`src/rtl/fsp_pkg.sv`:
```
// ============================================================================
// fsp_pkg : shared types and constants for the format spec flag parser
// Character codes, phase and target codes, result kinds and the saturating
// arithmetic helpers used by the parse core.
// ============================================================================
package fsp_pkg;

    // Width of the accumulated decimal values (width, zero pad, precision)
    localparam int VALUE_BITS = 31;
    // Width of the value fields on the result channel
    localparam int FIELD_W    = 31;

    localparam logic [7:0] CH_MINUS = 8'h2D;  // '-'
    localparam logic [7:0] CH_ZERO  = 8'h30;  // '0'
    localparam logic [7:0] CH_NINE  = 8'h39;  // '9'
    localparam logic [7:0] CH_STAR  = 8'h2A;  // '*'
    localparam logic [7:0] CH_DOT   = 8'h2E;  // '.'

    localparam logic [1:0] PH_IDLE   = 2'd0;
    localparam logic [1:0] PH_FLAGS  = 2'd1;
    localparam logic [1:0] PH_DIGITS = 2'd2;
    localparam logic [1:0] PH_ARG    = 2'd3;

    localparam logic [1:0] TG_WIDTH = 2'd0;
    localparam logic [1:0] TG_ZERO  = 2'd1;
    localparam logic [1:0] TG_PREC  = 2'd2;

    localparam logic [1:0] KIND_ARG  = 2'd0;
    localparam logic [1:0] KIND_SPEC = 2'd1;
    localparam logic [1:0] KIND_ERR  = 2'd2;

    localparam logic       FUNC_CHAR = 1'b0;
    localparam logic       FUNC_ARG  = 1'b1;

    typedef struct packed {
        logic        func;
        logic [7:0]  char_code;
        logic [31:0] arg_value;
    } item_t;

    typedef struct packed {
        logic [1:0]         kind;
        logic               left_align;
        logic [FIELD_W-1:0] zero_width;
        logic [FIELD_W-1:0] field_width;
        logic [FIELD_W-1:0] precision_value;
        logic               precision_given;
        logic [7:0]         end_char;
    } result_t;

    function automatic logic is_digit(input logic [7:0] c);
        return (c >= CH_ZERO) && (c <= CH_NINE);
    endfunction

    // Magnitude of a signed 32-bit argument, saturated to VALUE_BITS
    function automatic logic [VALUE_BITS-1:0] sat_mag(input logic [31:0] x);
        logic [31:0] mag;
        mag = x[31] ? (~x + 32'd1) : x;
        if ((mag >> VALUE_BITS) != 32'd0) begin
            return '1;
        end
        return mag[VALUE_BITS-1:0];
    endfunction

    // acc * 10 + d, saturated to VALUE_BITS
    function automatic logic [VALUE_BITS-1:0] acc_step(input logic [VALUE_BITS-1:0] acc,
                                                       input logic [3:0] d);
        logic [VALUE_BITS+3:0] sum;
        sum = {1'b0, acc, 3'b000} + {3'b000, acc, 1'b0} + {{VALUE_BITS{1'b0}}, d};
        if (sum[VALUE_BITS+3:VALUE_BITS] != 4'd0) begin
            return '1;
        end
        return sum[VALUE_BITS-1:0];
    endfunction

endpackage

```
`src/rtl/fsp_core.sv`:
```
// ============================================================================
// fsp_core : parse state and per-item decode
// Holds the parse state and, for each item handed in on go, computes the next
// state and the optional result in one pass of combinational logic.
// ============================================================================
module fsp_core (
    input  logic            aclk,
    input  logic            aresetn,
    input  logic            go,
    input  fsp_pkg::item_t  item,
    output logic            res_valid,
    output fsp_pkg::result_t res
);
    import fsp_pkg::*;

    logic [1:0]            phase_reg,      phase_next;
    logic [1:0]            target_reg,     target_next;
    logic [VALUE_BITS-1:0] acc_reg,        acc_next;
    logic                  left_reg,       left_next;
    logic [VALUE_BITS-1:0] zpad_reg,       zpad_next;
    logic [VALUE_BITS-1:0] width_reg,      width_next;
    logic [VALUE_BITS-1:0] prec_reg,       prec_next;
    logic                  prec_seen_reg,  prec_seen_next;

    logic [7:0]            c;
    logic [7:0]            dig8;
    logic [3:0]            dig;
    logic                  neg;
    logic [VALUE_BITS-1:0] mag;
    logic                  do_flag;
    logic                  do_commit;
    logic [VALUE_BITS-1:0] commit_val;

    assign c    = item.char_code;
    assign dig8 = c - CH_ZERO;
    assign dig  = dig8[3:0];
    assign neg  = item.arg_value[31];
    assign mag  = sat_mag(item.arg_value);

    always_comb begin
        phase_next     = phase_reg;
        target_next    = target_reg;
        acc_next       = acc_reg;
        left_next      = left_reg;
        zpad_next      = zpad_reg;
        width_next     = width_reg;
        prec_next      = prec_reg;
        prec_seen_next = prec_seen_reg;
        res_valid      = 1'b0;
        res            = '0;
        do_flag        = 1'b0;
        do_commit      = 1'b0;
        commit_val     = acc_reg;

        if (item.func == FUNC_ARG) begin
            if (phase_reg != PH_ARG) begin
                phase_next  = PH_IDLE;
                target_next = TG_WIDTH;
                res_valid   = 1'b1;
                res.kind    = KIND_ERR;
            end else begin
                case (target_reg)
                    TG_PREC: begin
                        if (!neg) begin
                            prec_next      = mag;
                            prec_seen_next = 1'b1;
                        end
                    end
                    TG_ZERO: begin
                        if (!neg) begin
                            zpad_next = mag;
                        end else begin
                            left_next  = 1'b1;
                            width_next = mag;
                        end
                    end
                    default: begin
                        if (neg) begin
                            left_next = 1'b1;
                        end
                        width_next = mag;
                    end
                endcase
                phase_next  = PH_FLAGS;
                target_next = TG_WIDTH;
            end
        end else begin
            unique case (phase_reg)
                PH_IDLE: begin
                    // introducer: clear all flags
                    phase_next     = PH_FLAGS;
                    target_next    = TG_WIDTH;
                    acc_next       = '0;
                    left_next      = 1'b0;
                    zpad_next      = '0;
                    width_next     = '0;
                    prec_next      = '0;
                    prec_seen_next = 1'b0;
                end
                PH_ARG: begin
                    phase_next  = PH_IDLE;
                    target_next = TG_WIDTH;
                    res_valid   = 1'b1;
                    res.kind    = KIND_ERR;
                end
                PH_DIGITS: begin
                    if (is_digit(c)) begin
                        acc_next = acc_step(acc_reg, dig);
                    end else begin
                        do_commit  = 1'b1;
                        commit_val = acc_reg;
                        do_flag    = 1'b1;
                    end
                end
                PH_FLAGS: begin
                    if (target_reg != TG_WIDTH) begin
                        if (c == CH_STAR) begin
                            phase_next = PH_ARG;
                            res_valid  = 1'b1;
                            res.kind   = KIND_ARG;
                        end else if (is_digit(c)) begin
                            phase_next = PH_DIGITS;
                            acc_next   = {{(VALUE_BITS-4){1'b0}}, dig};
                        end else begin
                            // lone '0' or '.' commits a zero value
                            do_commit  = 1'b1;
                            commit_val = '0;
                            do_flag    = 1'b1;
                        end
                    end else begin
                        do_flag = 1'b1;
                    end
                end
                default: ;
            endcase
        end

        if (do_commit) begin
            case (target_reg)
                TG_ZERO: zpad_next = commit_val;
                TG_PREC: begin
                    prec_next      = commit_val;
                    prec_seen_next = 1'b1;
                end
                default: width_next = commit_val;
            endcase
            phase_next  = PH_FLAGS;
            target_next = TG_WIDTH;
        end

        if (do_flag) begin
            if (c == CH_MINUS) begin
                left_next = 1'b1;
            end else if (c == CH_ZERO) begin
                target_next = TG_ZERO;
            end else if (c == CH_DOT) begin
                target_next = TG_PREC;
            end else if (c == CH_STAR) begin
                phase_next  = PH_ARG;
                target_next = TG_WIDTH;
                res_valid   = 1'b1;
                res.kind    = KIND_ARG;
            end else if (is_digit(c)) begin
                phase_next  = PH_DIGITS;
                target_next = TG_WIDTH;
                acc_next    = {{(VALUE_BITS-4){1'b0}}, dig};
            end else begin
                // left-justify moves the zero-pad width into the field width
                if (left_next && (zpad_next != '0)) begin
                    width_next = zpad_next;
                    zpad_next  = '0;
                end
                res_valid           = 1'b1;
                res.kind            = KIND_SPEC;
                res.left_align      = left_next;
                res.zero_width      = FIELD_W'(zpad_next);
                res.field_width     = FIELD_W'(width_next);
                res.precision_value = FIELD_W'(prec_next);
                res.precision_given = prec_seen_next;
                res.end_char        = c;
                phase_next          = PH_IDLE;
                target_next         = TG_WIDTH;
            end
        end
    end

    always_ff @(posedge aclk) begin
        if (!aresetn) begin
            phase_reg     <= PH_IDLE;
            target_reg    <= TG_WIDTH;
            acc_reg       <= '0;
            left_reg      <= 1'b0;
            zpad_reg      <= '0;
            width_reg     <= '0;
            prec_reg      <= '0;
            prec_seen_reg <= 1'b0;
        end else if (go) begin
            phase_reg     <= phase_next;
            target_reg    <= target_next;
            acc_reg       <= acc_next;
            left_reg      <= left_next;
            zpad_reg      <= zpad_next;
            width_reg     <= width_next;
            prec_reg      <= prec_next;
            prec_seen_reg <= prec_seen_next;
        end
    end

endmodule

```
`src/rtl/format_spec_flag_parser.sv`:
```
// ============================================================================
// format_spec_flag_parser : printf flag-part parser, one character per cycle unless m_ stalls
// Parses '-', '0', '*', '.' and decimal digit runs of a conversion spec and
// emits an argument request, the completed flags, or a protocol error.
// ============================================================================
//
//  channel | direction | tdata                         | tuser
//  --------+-----------+-------------------------------+-------------
//  s_      | in        | char_code, arg_value          | func
//  m_      | out       | left_align .. end_char        | kind
//
//  One item per cycle sustained while m_ does not stall; an accepted item waits
//  in the input register, and its result is loaded into the result register.
//  Parse state advances only when the input register hands its item to the
//  core, which happens when the result register is empty or being drained.
//  A stall on m_ holds the result; s_tready stays high while the input
//  register is empty or can hand off in the same cycle.
//  Synchronous active-low reset returns the parser to idle with flags clear.
//
module format_spec_flag_parser (
    input  logic         aclk,
    input  logic         aresetn,
    input  logic         s_tvalid,
    output logic         s_tready,
    input  logic [39:0]  s_tdata,   // [7:0] char_code, [39:8] arg_value
    input  logic [0:0]   s_tuser,   // [0] func
    output logic         m_tvalid,
    input  logic         m_tready,
    output logic [103:0] m_tdata,   // [0] left_align, [31:1] zero_width,
                                    // [62:32] field_width, [93:63] precision_value,
                                    // [94] precision_given, [102:95] end_char, [103] 0
    output logic [1:0]   m_tuser    // [1:0] kind
);
    import fsp_pkg::*;

    logic    in_valid_reg;
    item_t   in_item_reg;
    logic    out_valid_reg;
    result_t out_res_reg;
    logic    advance;
    logic    res_valid;
    result_t res;

    assign advance  = in_valid_reg && (!out_valid_reg || m_tready);
    assign s_tready = !in_valid_reg || advance;

    always_ff @(posedge aclk) begin
        if (!aresetn) begin
            in_valid_reg <= 1'b0;
        end else if (s_tready) begin
            in_valid_reg <= s_tvalid;
        end
    end

    always_ff @(posedge aclk) begin
        if (s_tready && s_tvalid) begin
            in_item_reg.func      <= s_tuser[0];
            in_item_reg.char_code <= s_tdata[7:0];
            in_item_reg.arg_value <= s_tdata[39:8];
        end
    end

    fsp_core u_core (
        .aclk      (aclk),
        .aresetn   (aresetn),
        .go        (advance),
        .item      (in_item_reg),
        .res_valid (res_valid),
        .res       (res)
    );

    always_ff @(posedge aclk) begin
        if (!aresetn) begin
            out_valid_reg <= 1'b0;
        end else if (advance) begin
            out_valid_reg <= res_valid;
        end else if (m_tready) begin
            out_valid_reg <= 1'b0;
        end
    end

    always_ff @(posedge aclk) begin
        if (advance && res_valid) begin
            out_res_reg <= res;
        end
    end

    assign m_tvalid = out_valid_reg;
    assign m_tuser  = out_res_reg.kind;
    assign m_tdata  = {1'b0,
                       out_res_reg.end_char,
                       out_res_reg.precision_given,
                       out_res_reg.precision_value,
                       out_res_reg.field_width,
                       out_res_reg.zero_width,
                       out_res_reg.left_align};

endmodule

```
`config.mk`:
```
export PLATFORM = sky130hd
export DESIGN_NAME = format_spec_flag_parser
export DESIGN_NICKNAME = d
export VERILOG_FILES = /design/src/rtl/fsp_pkg.sv /design/src/rtl/fsp_core.sv /design/src/rtl/format_spec_flag_parser.sv
export SDC_FILE = /design/constraint.sdc
export NUM_CORES = 1
export LEC_CHECK = 0
export CORE_UTILIZATION = 60
export CTS_BUF_LIST = sky130_fd_sc_hd__clkbuf_8
export CTS_CLUSTER_SIZE = 30
export DETAILED_ROUTE_END_ITERATION = 16
export DONT_BUFFER_PORTS = 1
export PLACE_DENSITY = 0.79
export SYNTH_ARGS = -nofsm -noshare
export SYNTH_HDL_FRONTEND = slang
export SYNTH_SLANG_ARGS = --single-unit
```
`constraint.sdc`:
```
create_clock -name aclk -period 8.2 [get_ports aclk]
set_clock_uncertainty 0.1 [all_clocks]
set_input_delay 1.64 -clock aclk [delete_from_list [all_inputs] [get_ports aclk]]
set_output_delay 1.64 -clock aclk [all_outputs]
set_load 0.005 [all_outputs]
```
==> flow_summary.yaml <==
run_status:
  outcome: "finished, final reports clean"
synth:
  synth_top_family_by_area: "compound AO/OA/AOI/OAI gates"
  muxShareOfSynthArea_pct: 1.13
  avgSynthCellArea_um2: 8.31
  syn_nets: 2192
  synth_compound_area_share_pct: 24.1
  synth-seq-area-share_pct: 40.7
  yosys_warnings: 0
  yosysTopAreaCellShare_pct: 25.4
  ys_ff_latch: 278
  synth_area_um2: 17300
  syn_inst: 2076
  synthTopCellsByCount: "nand2_1 (295), a21oi_1 (200), nor2_1 (184)"
  synth_largest_area_cell: "edfxtp_1"
  async_flop_share_pct: 0
  yosysMostFrequentCell: "nand2_1"
  synth_fa_ha_area_share_pct: 5.23
  synth-xor-area-share_pct: 1.98
  yosys.area_share.simple_pct: 22.2
  yosys_most_used_dff: "edfxtp_1"
  synth_edf_count: 146
  ys_top_cells_by_area: "edfxtp_1 (25%), dfxtp_1 (15%), nand2_1 (6.4%), a21oi_1 (5.8%), ha_1 (5.0%)"
  ys_types: 90
timing:
  maxSlewHeadroom_pct: 9.45
  fmax_mhz: 189
  setup_slack_ps: 2910
  period_needed_ps: 5290
  period_share_pct: 64.5
  finalHoldViolCount: 0
  finalSetupTns_ps: 0
  finalSetupViolCount: 0
  slew_viol_final: 0
  rsz0062_at_grt: "no"
  worst_pin_slew_ps: 1340
power_and_ir_drop:
  clkPwrFrac_pct: 43.4
  p_per_area_nw_per_um2: 166
  ir_drop_mv: 0.125
  p_leak_nw: 6.42
  power.share.sequential_pct: 51.3
  comb_power_share_pct: 5.3
  p_int_mw: 2.27
  p_sw_share_pct: 25.4
  switching_power_uw: 771
clock_tree:
  postCtsSetupRepairBufs: 0
  cts_resized: 0
  clock-sinks: 278
  cts_tree: "built"
  clock-root-buffer: "clkbuf_8"
  h-tree-depth: 2
  cts_buffers: 46
  cts_hold_buffers: 0
  clk_transition_reported_paths_ps: 60
  clock_latency_ps: 590
  cts_buffer_depth: 3
die:
  dieArea_um2: 29400
  design.core.area_um2: 28000
  rows: 61
  die_w_um: 172
  die_h_um: 172
  ios: 153
  start_util_pct: 61.6
flow_run:
  drv_cap: 0
drt:
  drc: 0
  wire_per_inst_um: 27.3
  wl_um: 65600
  vias: 17000
  drt_iter0_drc: 2554
  viasPerCell: 7.08
  final_antenna_net_count: 0
  dr.pass1.iters: 6
finish:
  largest_reg_flops: 103
  nets: 2109
  fin_area_um2: 18300
  area_growth_pct: 6.06
  final_cells: 2407
  drive_above_1_share_pct: 7.24
  antenna_cells: 0
critical_path:
  startpoint_type: "flop"
  crit_start: "u_core.target_reg[0]"
  crit_type: "reg -> reg"
  required_ps: 8520
  critPathCaptureType: "flop"
  reg2reg_from: "u_core.target_reg[0]"
  cp_data_arrival_time_ps: 5610
  reg2reg_depth: 12
  cp_max_fo: 33
placement:
  gp_congestion: 1.09
  postPlaceCellArea_um2: 17300
  io_buffers: 0
  place_ws_ps: 3040
  place_hpwl_um: 45100
  place_inst: 2322
global_route:
  grt_max_degree: 104
  antenna_found_initial: 2
  grt_pass1_wl_um: 96800
  grt_pass1_vias: 15400
  overflow: 0
  grt_use_total_pct: 44.4
min_path:
  min_from: "u_core.zpad_reg[26]"
  hold_depth: 2
  min_path_type: "reg -> reg"
## cell usage in the layout (no fill, tap or decap), types with 18 or more instances in the layout
cell type | Yosys | final
ha_1 | 69 | 69
xor2_1 | 18 | 18
buf_4 | 3 | 32
xnor2_1 | 21 | 21
inv_1 | 25 | 35
o31ai_1 | 26 | 26
o221ai_1 | 28 | 28
a21oi_1 | 200 | 199
nand2_1 | 295 | 295
a31oi_1 | 79 | 79
dfxtp_1 | 132 | 132
nand3_1 | 99 | 98
and3_1 | 36 | 36
nor2_1 | 184 | 183
and2_1 | 64 | 62
nor4_1 | 23 | 23
clkbuf_8 | 0 | 53
edfxtp_1 | 146 | 146
o21ai_0 | 136 | 136
nor3_1 | 43 | 41
a211oi_1 | 25 | 25
## worst paths after layout
kind / endpoint / slack (ps)
max reg2reg: m_tdata[15] / 2910
min: u_core.zpad_reg[26] / 370
max: m_tdata[15] / 2910
min reg2reg: u_core.zpad_reg[26] / 370
## critical path, cell delays in order, from the launching register on
cell and delay, ps:
dfxtp_1 350, inv_1 80, ha_1 270, and2b_1 330
o31ai_2 160, a2111oi_4 930, buf_4 420, mux2i_1 210
or3_4 470, nor3_2 250, or2_1 860, nand2_2 450
nor2_1 230
## metrics by stage
step / utilization [%] / power [mW] / hold WS [ps]
detailed placement: 61.8 / 1.74 / 358
global placement: 61.8 / 1.74 / 347
finish: 65.3 / 3.04 / 369
CTS: 65.3 / 3.02 / 367
global route: 65.3 / 3.10 / 398
floorplan: - / 1.68 / 336
## cells by family after synthesis
family	after synthesis
compound gates	658
xor+xnor	39
fa+ha+maj	71
buf+inv	192
flops	278
mux	18
other cells	1
simple gates	819
## area by class of cell
cell class	count	area, um^2
fillers	2351	9710
multi-input cells	1606	9470
flip-flops and latches	278	7030
clock buffers	53	729
well taps	378	473
clock inverters	31	250
repair buffers	33	245
inverters	28	105
## power by group through the flow
stage	Clock, mW	Sequential (mW)	Combinational (mW)
2_1_floorplan	0	1.55	0.123
3_3_place_gp	0	1.58	0.152
3_5_place_dp	0	1.58	0.154
4_1_cts	1.31	1.55	0.154
5_1_grt	1.37	1.56	0.173
6_report	1.32	1.56	0.162
## routing by layer
metal	track usage (%)	wire length (um)
met5	0	23
met4	30.6	5050
met3	12.7	8150
met2	66.2	28300
met1	55.5	24000
(Power assumes the default switching activity.)
